<file path="src/sha_pkg.sv">
// Shared types, constants and round functions of the SHA-256 engine.
`default_nettype none
package sha_pkg;

	localparam int unsigned WORD_W    = 32;
	localparam int unsigned WORDS     = 8;
	localparam int unsigned ROUNDS    = 64;
	localparam int unsigned WIN_WORDS = 16;
	localparam int unsigned WIN_W     = WORD_W * WIN_WORDS;

	localparam logic [5:0] FILL_LAST  = 6'd63;
	localparam logic [5:0] LEN_OFFSET = 6'd56;
	localparam logic [5:0] ROUND_LAST = 6'd63;
	localparam logic [3:0] LEN_BYTES  = 4'd8;
	localparam logic [2:0] WORD_LAST  = 3'd7;
	localparam logic [7:0] PAD_MARKER = 8'h80;

	localparam logic [31:0] SHA_IV [0:7] = '{
		32'h6a09e667, 32'hbb67ae85, 32'h3c6ef372, 32'ha54ff53a,
		32'h510e527f, 32'h9b05688c, 32'h1f83d9ab, 32'h5be0cd19};

	localparam logic [31:0] SHA_K [0:63] = '{
		32'h428a2f98, 32'h71374491, 32'hb5c0fbcf, 32'he9b5dba5,
		32'h3956c25b, 32'h59f111f1, 32'h923f82a4, 32'hab1c5ed5,
		32'hd807aa98, 32'h12835b01, 32'h243185be, 32'h550c7dc3,
		32'h72be5d74, 32'h80deb1fe, 32'h9bdc06a7, 32'hc19bf174,
		32'he49b69c1, 32'hefbe4786, 32'h0fc19dc6, 32'h240ca1cc,
		32'h2de92c6f, 32'h4a7484aa, 32'h5cb0a9dc, 32'h76f988da,
		32'h983e5152, 32'ha831c66d, 32'hb00327c8, 32'hbf597fc7,
		32'hc6e00bf3, 32'hd5a79147, 32'h06ca6351, 32'h14292967,
		32'h27b70a85, 32'h2e1b2138, 32'h4d2c6dfc, 32'h53380d13,
		32'h650a7354, 32'h766a0abb, 32'h81c2c92e, 32'h92722c85,
		32'ha2bfe8a1, 32'ha81a664b, 32'hc24b8b70, 32'hc76c51a3,
		32'hd192e819, 32'hd6990624, 32'hf40e3585, 32'h106aa070,
		32'h19a4c116, 32'h1e376c08, 32'h2748774c, 32'h34b0bcb5,
		32'h391c0cb3, 32'h4ed8aa4a, 32'h5b9cca4f, 32'h682e6ff3,
		32'h748f82ee, 32'h78a5636f, 32'h84c87814, 32'h8cc70208,
		32'h90befffa, 32'ha4506ceb, 32'hbef9a3f7, 32'hc67178f2};

	typedef enum logic [2:0] {
		ST_IDLE,
		ST_COMP,
		ST_FINAL,
		ST_PAD,
		ST_EMIT
	} state_t;

	typedef struct packed {
		logic       push;
		logic [7:0] push_byte;
		logic       load_work;
		logic       round_en;
		logic       add_chain;
		logic       init_chain;
		logic [5:0] rnd;
		logic [2:0] word_idx;
	} ctl_t;

	function automatic logic [31:0] rot_mix_a(input logic [31:0] x);
		rot_mix_a = {x[1:0], x[31:2]} ^ {x[12:0], x[31:13]} ^ {x[21:0], x[31:22]};
	endfunction

	function automatic logic [31:0] rot_mix_e(input logic [31:0] x);
		rot_mix_e = {x[5:0], x[31:6]} ^ {x[10:0], x[31:11]} ^ {x[24:0], x[31:25]};
	endfunction

	function automatic logic [31:0] sched_mix_w15(input logic [31:0] x);
		sched_mix_w15 = {x[6:0], x[31:7]} ^ {x[17:0], x[31:18]} ^ {3'b000, x[31:3]};
	endfunction

	function automatic logic [31:0] sched_mix_w2(input logic [31:0] x);
		sched_mix_w2 = {x[16:0], x[31:17]} ^ {x[18:0], x[31:19]} ^ {10'd0, x[31:10]};
	endfunction

endpackage
`default_nettype wire

</file>
<file path="src/sha_if.sv">
// Valid/ready channel interfaces for message bytes and digest words.
`default_nettype none
interface sha_msg_if;
	logic       valid;
	logic       ready;
	logic [7:0] data_byte;
	logic       byte_present;
	logic       message_end;

	modport source (output valid, data_byte, byte_present, message_end, input ready);
	modport sink (input valid, data_byte, byte_present, message_end, output ready);
endinterface

interface sha_digest_if;
	logic        valid;
	logic        ready;
	logic [31:0] digest_word;
	logic [2:0]  word_number;
	logic        digest_last;

	modport source (output valid, digest_word, word_number, digest_last, input ready);
	modport sink (input valid, digest_word, word_number, digest_last, output ready);
endinterface
`default_nettype wire

</file>
<file path="src/sha256_hash_engine.sv">
// SHA-256 hash engine top level: byte intake channel in, digest word channel out.
//
// msg channel: one word per handshake carries data_byte, byte_present and
// message_end. A word with byte_present appends data_byte to the message; a
// word with message_end closes the message (after its byte, if any). A word
// with neither flag is accepted and does nothing.
// digest channel: eight words per message, word_number 0 to 7, digest_last on
// the final one; each holds one big-endian 32-bit digest word.
// Timing: a byte that does not fill the block leaves the engine idle. The 64th
// byte of a block starts the shared round unit: 64 rounds at one per cycle,
// then a final step folds the result into the chaining words; no new byte is
// taken until that is done. An end word pushes padding one byte per cycle
// (9 to 72 bytes) through the same path, with one or two compressions, then
// presents the digest.
// msg.ready is high only while the engine is idle; it stays low through
// compression, padding and digest output.
// A stalled receiver holds the current digest word on the channel; the engine
// waits and takes no new message words until all eight words are taken.
// Reset clears the sequencer, the fill and byte counts, and loads the initial
// chaining words; the block buffer needs no clearing.
`default_nettype none
module sha256_hash_engine (
	input  wire logic clk,
	input  wire logic arst_n,
	sha_msg_if.sink       msg,
	sha_digest_if.source  digest
);
	import sha_pkg::*;

	ctl_t        ctl;
	logic [31:0] w_cur;
	logic [31:0] chain_word;

	// Sequencer: owns both handshakes and steps the datapath.
	sha_ctrl u_ctrl (
		.clk          (clk),
		.arst_n       (arst_n),
		.in_valid     (msg.valid),
		.data_byte    (msg.data_byte),
		.byte_present (msg.byte_present),
		.message_end  (msg.message_end),
		.out_ready    (digest.ready),
		.in_ready     (msg.ready),
		.out_valid    (digest.valid),
		.ctl          (ctl)
	);

	// Block bytes shift in here and become the message schedule in place.
	sha_sched u_sched (
		.clk   (clk),
		.ctl   (ctl),
		.w_cur (w_cur)
	);

	// One round per cycle while compressing; chaining words double as the digest output register.
	sha_round u_round (
		.clk         (clk),
		.arst_n      (arst_n),
		.ctl         (ctl),
		.w_cur       (w_cur),
		.digest_word (chain_word)
	);

	assign digest.digest_word = chain_word;
	assign digest.word_number = ctl.word_idx;
	assign digest.digest_last = (ctl.word_idx == WORD_LAST);
endmodule
`default_nettype wire

</file>
<file path="src/sha_sched.sv">
// Block buffer and message schedule window, one shift register for both.
`default_nettype none
module sha_sched (
	input  wire logic          clk,
	input  wire sha_pkg::ctl_t ctl,
	output logic [31:0]        w_cur
);
	import sha_pkg::*;

	logic [WIN_W-1:0] win_q;
	logic [31:0]      w_new;

	// Oldest word sits at the top; taps at t-16, t-15, t-7 and t-2.
	assign w_cur = win_q[WIN_W-1 -: WORD_W];
	assign w_new = sched_mix_w2(win_q[63:32]) + win_q[223:192]
		+ sched_mix_w15(win_q[479:448]) + w_cur;

	always_ff @(posedge clk) begin
		if (ctl.push) begin
			win_q <= {win_q[WIN_W-9:0], ctl.push_byte};
		end else if (ctl.round_en) begin
			win_q <= {win_q[WIN_W-WORD_W-1:0], w_new};
		end
	end
endmodule
`default_nettype wire

</file>
<file path="src/sha_round.sv">
// Shared round unit: working variables, chaining words and digest word select.
`default_nettype none
module sha_round (
	input  wire logic          clk,
	input  wire logic          arst_n,
	input  wire sha_pkg::ctl_t ctl,
	input  wire logic [31:0]   w_cur,
	output logic [31:0]        digest_word
);
	import sha_pkg::*;

	logic [31:0] work_q  [0:7];
	logic [31:0] chain_q [0:7];
	logic [31:0] t1;
	logic [31:0] t2;
	logic [31:0] ch;
	logic [31:0] maj;

	assign ch  = (work_q[4] & work_q[5]) ^ (~work_q[4] & work_q[6]);
	assign maj = (work_q[0] & work_q[1]) ^ (work_q[0] & work_q[2]) ^ (work_q[1] & work_q[2]);
	assign t1  = work_q[7] + rot_mix_e(work_q[4]) + ch + SHA_K[ctl.rnd] + w_cur;
	assign t2  = rot_mix_a(work_q[0]) + maj;

	assign digest_word = chain_q[ctl.word_idx];

	always_ff @(posedge clk) begin
		if (ctl.load_work) begin
			for (int i = 0; i < WORDS; i++) begin
				work_q[i] <= chain_q[i];
			end
		end else if (ctl.round_en) begin
			work_q[0] <= t1 + t2;
			work_q[1] <= work_q[0];
			work_q[2] <= work_q[1];
			work_q[3] <= work_q[2];
			work_q[4] <= work_q[3] + t1;
			work_q[5] <= work_q[4];
			work_q[6] <= work_q[5];
			work_q[7] <= work_q[6];
		end
	end

	always_ff @(posedge clk or negedge arst_n) begin
		if (!arst_n) begin
			for (int i = 0; i < WORDS; i++) begin
				chain_q[i] <= SHA_IV[i];
			end
		end else if (ctl.init_chain) begin
			for (int i = 0; i < WORDS; i++) begin
				chain_q[i] <= SHA_IV[i];
			end
		end else if (ctl.add_chain) begin
			for (int i = 0; i < WORDS; i++) begin
				chain_q[i] <= chain_q[i] + work_q[i];
			end
		end
	end
endmodule
`default_nettype wire

</file>
<file path="src/sha_ctrl.sv">
// Sequencer: byte intake, padding, round count and digest word output.
`default_nettype none
module sha_ctrl (
	input  wire logic       clk,
	input  wire logic       arst_n,
	input  wire logic       in_valid,
	input  wire logic [7:0] data_byte,
	input  wire logic       byte_present,
	input  wire logic       message_end,
	input  wire logic       out_ready,
	output logic            in_ready,
	output logic            out_valid,
	output sha_pkg::ctl_t   ctl
);
	import sha_pkg::*;

	state_t      state_q, state_d;
	logic [5:0]  fill_q, fill_d;
	logic [63:0] total_q, total_d;
	logic        end_q, end_d;
	logic        marker_q, marker_d;
	logic [3:0]  len_q, len_d;
	logic [5:0]  rnd_q, rnd_d;
	logic [2:0]  idx_q, idx_d;

	always_ff @(posedge clk or negedge arst_n) begin
		if (!arst_n) begin
			state_q  <= ST_IDLE;
			fill_q   <= '0;
			total_q  <= '0;
			end_q    <= 1'b0;
			marker_q <= 1'b0;
			len_q    <= '0;
			rnd_q    <= '0;
			idx_q    <= '0;
		end else begin
			state_q  <= state_d;
			fill_q   <= fill_d;
			total_q  <= total_d;
			end_q    <= end_d;
			marker_q <= marker_d;
			len_q    <= len_d;
			rnd_q    <= rnd_d;
			idx_q    <= idx_d;
		end
	end

	always_comb begin
		state_d        = state_q;
		fill_d         = fill_q;
		total_d        = total_q;
		end_d          = end_q;
		marker_d       = marker_q;
		len_d          = len_q;
		rnd_d          = rnd_q;
		idx_d          = idx_q;
		in_ready       = 1'b0;
		out_valid      = 1'b0;
		ctl            = '0;
		ctl.rnd        = rnd_q;
		ctl.word_idx   = idx_q;

		unique case (state_q)
			ST_IDLE: begin
				in_ready = 1'b1;
				if (in_valid) begin
					marker_d = 1'b0;
					len_d    = '0;
					end_d    = message_end;
					if (byte_present) begin
						ctl.push      = 1'b1;
						ctl.push_byte = data_byte;
						fill_d        = fill_q + 6'd1;
						total_d       = total_q + 64'd1;
						if (fill_q == FILL_LAST) begin
							ctl.load_work = 1'b1;
							state_d       = ST_COMP;
						end else if (message_end) begin
							state_d = ST_PAD;
						end
					end else if (message_end) begin
						state_d = ST_PAD;
					end
				end
			end
			ST_COMP: begin
				ctl.round_en = 1'b1;
				rnd_d        = rnd_q + 6'd1;
				if (rnd_q == ROUND_LAST) begin
					state_d = ST_FINAL;
				end
			end
			ST_FINAL: begin
				ctl.add_chain = 1'b1;
				if (len_q == LEN_BYTES) begin
					state_d = ST_EMIT;
				end else if (end_q) begin
					state_d = ST_PAD;
				end else begin
					state_d = ST_IDLE;
				end
			end
			ST_PAD: begin
				ctl.push = 1'b1;
				fill_d   = fill_q + 6'd1;
				// Marker byte first; the byte count turns into the bit length here.
				if (!marker_q) begin
					ctl.push_byte = PAD_MARKER;
					marker_d      = 1'b1;
					total_d       = {total_q[60:0], 3'b000};
				end else if (len_q == '0 && fill_q != LEN_OFFSET) begin
					ctl.push_byte = 8'h00;
				end else begin
					// Length bytes, most significant first; the count drains to zero.
					ctl.push_byte = total_q[63:56];
					total_d       = {total_q[55:0], 8'h00};
					len_d         = len_q + 4'd1;
				end
				if (fill_q == FILL_LAST) begin
					ctl.load_work = 1'b1;
					state_d       = ST_COMP;
				end
			end
			ST_EMIT: begin
				out_valid = 1'b1;
				if (out_ready) begin
					idx_d = idx_q + 3'd1;
					if (idx_q == WORD_LAST) begin
						ctl.init_chain = 1'b1;
						end_d          = 1'b0;
						len_d          = '0;
						state_d        = ST_IDLE;
					end
				end
			end
			default: begin
				state_d = ST_IDLE;
			end
		endcase
	end
endmodule
`default_nettype wire
</file>
<file path="src/flat_wrapper.sv">
// flat-port wrapper written by rule: the top's interface ports become plain ports
module sha256_hash_engine_flat import sha_pkg::*;
  (clk, arst_n, msg_valid, msg_data_byte, msg_byte_present, msg_message_end, msg_ready, digest_valid, digest_digest_word, digest_word_number, digest_digest_last, digest_ready);
  sha_msg_if msg_i ();
  sha_digest_if digest_i ();
  input  wire logic clk;
  input  wire logic arst_n;
  input wire logic [$bits(msg_i.valid)-1:0] msg_valid;
  input wire logic [$bits(msg_i.data_byte)-1:0] msg_data_byte;
  input wire logic [$bits(msg_i.byte_present)-1:0] msg_byte_present;
  input wire logic [$bits(msg_i.message_end)-1:0] msg_message_end;
  output wire logic [$bits(msg_i.ready)-1:0] msg_ready;
  output wire logic [$bits(digest_i.valid)-1:0] digest_valid;
  output wire logic [$bits(digest_i.digest_word)-1:0] digest_digest_word;
  output wire logic [$bits(digest_i.word_number)-1:0] digest_word_number;
  output wire logic [$bits(digest_i.digest_last)-1:0] digest_digest_last;
  input wire logic [$bits(digest_i.ready)-1:0] digest_ready;
  assign msg_i.valid = msg_valid;
  assign msg_i.data_byte = msg_data_byte;
  assign msg_i.byte_present = msg_byte_present;
  assign msg_i.message_end = msg_message_end;
  assign msg_ready = msg_i.ready;
  assign digest_valid = digest_i.valid;
  assign digest_digest_word = digest_i.digest_word;
  assign digest_word_number = digest_i.word_number;
  assign digest_digest_last = digest_i.digest_last;
  assign digest_i.ready = digest_ready;
  sha256_hash_engine u_core (.clk(clk), .arst_n(arst_n), .msg(msg_i), .digest(digest_i));
endmodule
</file>
<file path="config.mk">
export PLATFORM = sky130hd
export DESIGN_NAME = sha256_hash_engine_flat
export DESIGN_NICKNAME = d
export VERILOG_FILES = /design/src/sha_pkg.sv /design/src/sha_if.sv /design/src/sha256_hash_engine.sv /design/src/sha_sched.sv /design/src/sha_round.sv /design/src/sha_ctrl.sv /design/src/flat_wrapper.sv
export SDC_FILE = /design/constraint.sdc
export NUM_CORES = 2
export LEC_CHECK = 0
export BUFFER_PORTS_ARGS = -buffer_cell sky130_fd_sc_hd__buf_2
export CAP_MARGIN = 20
export CORE_UTILIZATION = 59
export CTS_CLUSTER_SIZE = 8
export DETAILED_ROUTE_END_ITERATION = 8
export PLACE_DENSITY = 0.82
export SLEW_MARGIN = 20
export SYNTH_ARGS = -nofsm -noshare
export SYNTH_HDL_FRONTEND = slang
export SYNTH_SLANG_ARGS = --single-unit
</file>
<file path="constraint.sdc">
create_clock -name clk -period 12.8 [get_ports clk]
set_input_delay 0.64 -clock clk [delete_from_list [all_inputs] [get_ports clk]]
set_output_delay 0.64 -clock clk [all_outputs]
set_load 0.02 [all_outputs]
</file>
==> flow_results.xml <==
<?xml version="1.0" encoding="UTF-8"?>
<metrics>
  <group name="yosys">
    <metric name="fraction_of_the_yosys_area_taken_by_sequential_cells" unit="">0.412</metric>
    <metric name="distinct_cells_synth" unit="">114</metric>
    <metric name="netlist.top_cell.by_area" unit="">edfxtp_1</metric>
    <metric name="synthDominantCellAreaShare" unit="">0.298</metric>
    <metric name="synthTopCellsByArea" unit="">edfxtp_1, nand2_1, dfrtp_1, ha_1, fa_1</metric>
    <metric name="synthMostInstantiatedCell" unit="">nand2_1</metric>
    <metric name="synth-edff-count" unit="">768</metric>
    <metric name="synthArstFlopShare" unit="">0.309</metric>
    <metric name="synth_fp_nets" unit="">9002</metric>
    <metric name="post_synth_inst_count" unit="">8393</metric>
    <metric name="ys_seq_elements" unit="">1112</metric>
    <metric name="yosysWarnings" unit="">0</metric>
    <metric name="ys.flop_type" unit="">edfxtp_1</metric>
    <metric name="syn-cell-area" unit="um^2">77400</metric>
    <metric name="synth_common_cells" unit="">nand2_1, edfxtp_1, a21oi_1</metric>
    <metric name="syn_area_per_cell" unit="um^2">9.22</metric>
  </group>
  <group name="timing">
    <metric name="worst_pin_slew" unit="ns">1.30</metric>
    <metric name="timing.slew.headroom" unit="">0.114</metric>
    <metric name="finClkSkew" unit="ns">0.0530</metric>
    <metric name="finalHoldViolCount" unit="">0</metric>
    <metric name="fmax" unit="GHz">0.0924</metric>
    <metric name="fin_crit" unit="ns">10.82</metric>
    <metric name="unrepaired_setup_endpoints_after_global_routing" unit="">false</metric>
    <metric name="layout_worst_path_cycle_share" unit="">0.846</metric>
    <metric name="totalNegativeSetupSlack" unit="ns">0</metric>
    <metric name="report.final.setup_viol" unit="">0</metric>
    <metric name="finalMaxSlewViolations" unit="">0</metric>
  </group>
  <group name="clocking">
    <metric name="post_cts_resized" unit="">0</metric>
    <metric name="clk_root_buffer_cell" unit="">clkbuf_16</metric>
    <metric name="cts_buffer_depth" unit="">3</metric>
    <metric name="clkLatencyLatePin" unit="ns">0.83</metric>
    <metric name="clk_pin_slew_worst_paths" unit="ns">0.06</metric>
    <metric name="clock_sink_count" unit="">1112</metric>
    <metric name="htreeDepth" unit="">4</metric>
    <metric name="cts_made_buffers" unit="">159</metric>
    <metric name="cts_tree" unit="">yes</metric>
  </group>
  <group name="setup_path">
    <metric name="timing.setup.critical_path_class" unit="">register to register</metric>
    <metric name="critical-path-top-cell-by-count" unit="">inv_1</metric>
    <metric name="setup.worst_path.end" unit="">u_core.u_round.work_q[0][31]$_DFFE_PP_</metric>
    <metric name="crit_path_end_kind" unit="">register</metric>
    <metric name="worst-endpoint-required" unit="ns">13.31</metric>
    <metric name="regToRegSetupSlack" unit="ns">1.98</metric>
    <metric name="worst_path_largest_cell_delay" unit="ns">0.72</metric>
    <metric name="worst_r2r_startpoint" unit="">u_core.u_ctrl.rnd_q[0]$_DFFE_PN0P_</metric>
    <metric name="crit_fanout" unit="">17</metric>
    <metric name="critical_path.startpoint_type" unit="">register</metric>
    <metric name="r2r_cells" unit="">39</metric>
    <metric name="cp-startpoint" unit="">u_core.u_ctrl.rnd_q[0]$_DFFE_PN0P_</metric>
    <metric name="crit_reg_reg_endpoint" unit="">u_core.u_round.work_q[0][31]$_DFFE_PP_</metric>
    <metric name="critPathArrivalTime" unit="ns">11.33</metric>
    <metric name="critPathSlowestCell" unit="">dfrtp_1</metric>
  </group>
  <group name="drt">
    <metric name="finalWirelength" unit="um">245000</metric>
    <metric name="route.detailed.drc" unit="">0</metric>
    <metric name="drtIter0Drc" unit="">7212</metric>
    <metric name="drtAntennaViolNets" unit="">0</metric>
    <metric name="routedWlPerCell" unit="um">24.4</metric>
    <metric name="detail_route.first_pass.iterations" unit="">7</metric>
    <metric name="viasPerCell" unit="">6.31</metric>
    <metric name="routed-via-count" unit="">63500</metric>
  </group>
  <group name="run">
    <metric name="timing.max_cap.violations" unit="">0</metric>
  </group>
  <group name="layout">
    <metric name="final_nets" unit="">8809</metric>
    <metric name="syn2layout_area_growth" unit="%">8.07</metric>
    <metric name="cell_area_after_layout" unit="um^2">83600</metric>
    <metric name="drive_gt1_frac" unit="">0.0896</metric>
  </group>
  <group name="global_route">
    <metric name="first_global_vias" unit="">61300</metric>
    <metric name="grt_max_degree" unit="">218</metric>
    <metric name="grt_pass1_wl" unit="um">370000</metric>
    <metric name="initial_antenna_violation_count" unit="">8</metric>
    <metric name="global_route.usage.total" unit="">0.369</metric>
    <metric name="globalRoute.totalOverflow" unit="">0</metric>
  </group>
  <group name="placement">
    <metric name="port_buffers" unit="">51</metric>
    <metric name="dp.final_hpwl" unit="um">176000</metric>
    <metric name="gp_congestion" unit="">1.02</metric>
    <metric name="postPlaceCellArea" unit="um^2">78600</metric>
  </group>
  <group name="floorplan">
    <metric name="die_area" unit="um^2">133000</metric>
    <metric name="die_boundary_height" unit="um">364</metric>
    <metric name="floorplan.io_pins" unit="">52</metric>
    <metric name="floorplan.core_area" unit="um^2">130000</metric>
    <metric name="rows" unit="">132</metric>
    <metric name="effective_utilization_at_floorplan" unit="">0.596</metric>
    <metric name="die_w" unit="um">364</metric>
  </group>
  <group name="worst_hold_path">
    <metric name="worst_hold_path_type" unit="">input port to register</metric>
    <metric name="whs_path_depth" unit="">3</metric>
  </group>
  <group name="status">
    <metric name="result_of_the_run" unit="">finished, final reports clean</metric>
  </group>
</metrics>
-- layout by cell type, fill, tap and decap left out, types with 202 or more instances in the layout --
cell | netlist | routed
edfxtp_1 | 768 | 768
nand2_1 | 2245 | 2242
dfrtp_1 | 208 | 202
a21o_1 | 207 | 206
ha_1 | 400 | 400
nor2_1 | 396 | 393
inv_1 | 354 | 354
xnor2_1 | 369 | 369
a21oi_1 | 564 | 563
o21ai_0 | 514 | 514
-- sequential cells by signal, indices dropped and copies added (netlist names) --
signal                  count
u_core.u_round.chain_q    256
u_core.u_ctrl.fill_q        6
u_core.u_ctrl.len_q         4
u_core.u_ctrl.end_q         1
u_core.u_ctrl.total_q      64
u_core.u_round.work_q     256
u_core.u_ctrl.idx_q         3
u_core.u_ctrl.marker_q      1
u_core.u_ctrl.rnd_q         6
u_core.u_sched.win_q      512
u_core.u_ctrl.state_q       3
-- critical path: cells and delay by family (launching register included) --
| kind | cells | cell delay (ns) |
|---|---|---|
| XOR/XNOR | 3 | 0.54 |
| AO/OA/AOI/OAI | 13 | 2.90 |
| adder cells (fa/ha/maj) | 8 | 3.47 |
| buffers and inverters | 7 | 1.11 |
| AND/OR/NAND/NOR | 8 | 1.73 |
| flip-flops | 1 | 0.72 |
-- layout make-up --
cell class / count / area [um^2]
clock inverter: 19 / 480
clock buffer: 256 / 4390
inverter: 358 / 1340
tap: 1742 / 2180
timing repair buffer: 119 / 863
fill: 10400 / 46200
sequential: 1112 / 31900
antenna: 3 / 7.51
multi-input combinational: 6450 / 42500
-- worst min-delay path by stage --
stage                                          from                              end
finish                              msg_message_end  u_core.u_ctrl.end_q$_DFFE_PN0P_
global route                        msg_message_end  u_core.u_ctrl.end_q$_DFFE_PN0P_
CTS                                 msg_message_end  u_core.u_ctrl.end_q$_DFFE_PN0P_
detailed placement  u_core.u_ctrl.end_q$_DFFE_PN0P_  u_core.u_ctrl.end_q$_DFFE_PN0P_
global placement    u_core.u_ctrl.end_q$_DFFE_PN0P_  u_core.u_ctrl.end_q$_DFFE_PN0P_
floorplan                                    arst_n  u_core.u_ctrl.end_q$_DFFE_PN0P_
-- cells by family (layout without fill, tap and decap cells) --
family / Yosys count / in the layout / share of synthesized area
DFF: 1112 / 1112 / 0.412
AOI/OAI and AO/OA: 1858 / 1858 / 0.151
buffers and inverters: 831 / 752 / 0.0406
other: 0 / 3 / 0
muxes: 250 / 250 / 0.0465
and+or+nand+nor: 3180 / 3180 / 0.171
xor gates and xnor gates: 563 / 563 / 0.0638
adders and majority gates: 599 / 599 / 0.116
-- metal layers --
layer	part of all wire	global-route usage	vias up
met3	0.088	0.0717	780
li1	-	-	28700
met4	0.072	0.233	4
met1	0.38	0.462	30800
met5	0.00013	0	-
met2	0.46	0.589	3168
-- metrics by stage --
step	worst slack (ns)	cells	utilization	hold slack [ns]
floorplan	4.30	8393	-	0.344
global placement	2.17	9777	0.606	0.468
detailed placement	2.18	9777	0.606	0.478
CTS	2.13	10100	0.643	0.0535
global route	1.51	10100	0.644	0.109
finish	1.98	10100	0.644	0.103
-- what timing repair did --
action | CTS | global route
setup buffers | 0 | 0
hold buffers | 1 | 0
endpoints found under the hold margin | 40 | 0
Power is not shown: default switching activity piles up to over one toggle a cycle in this logic, so the estimate is an artifact.
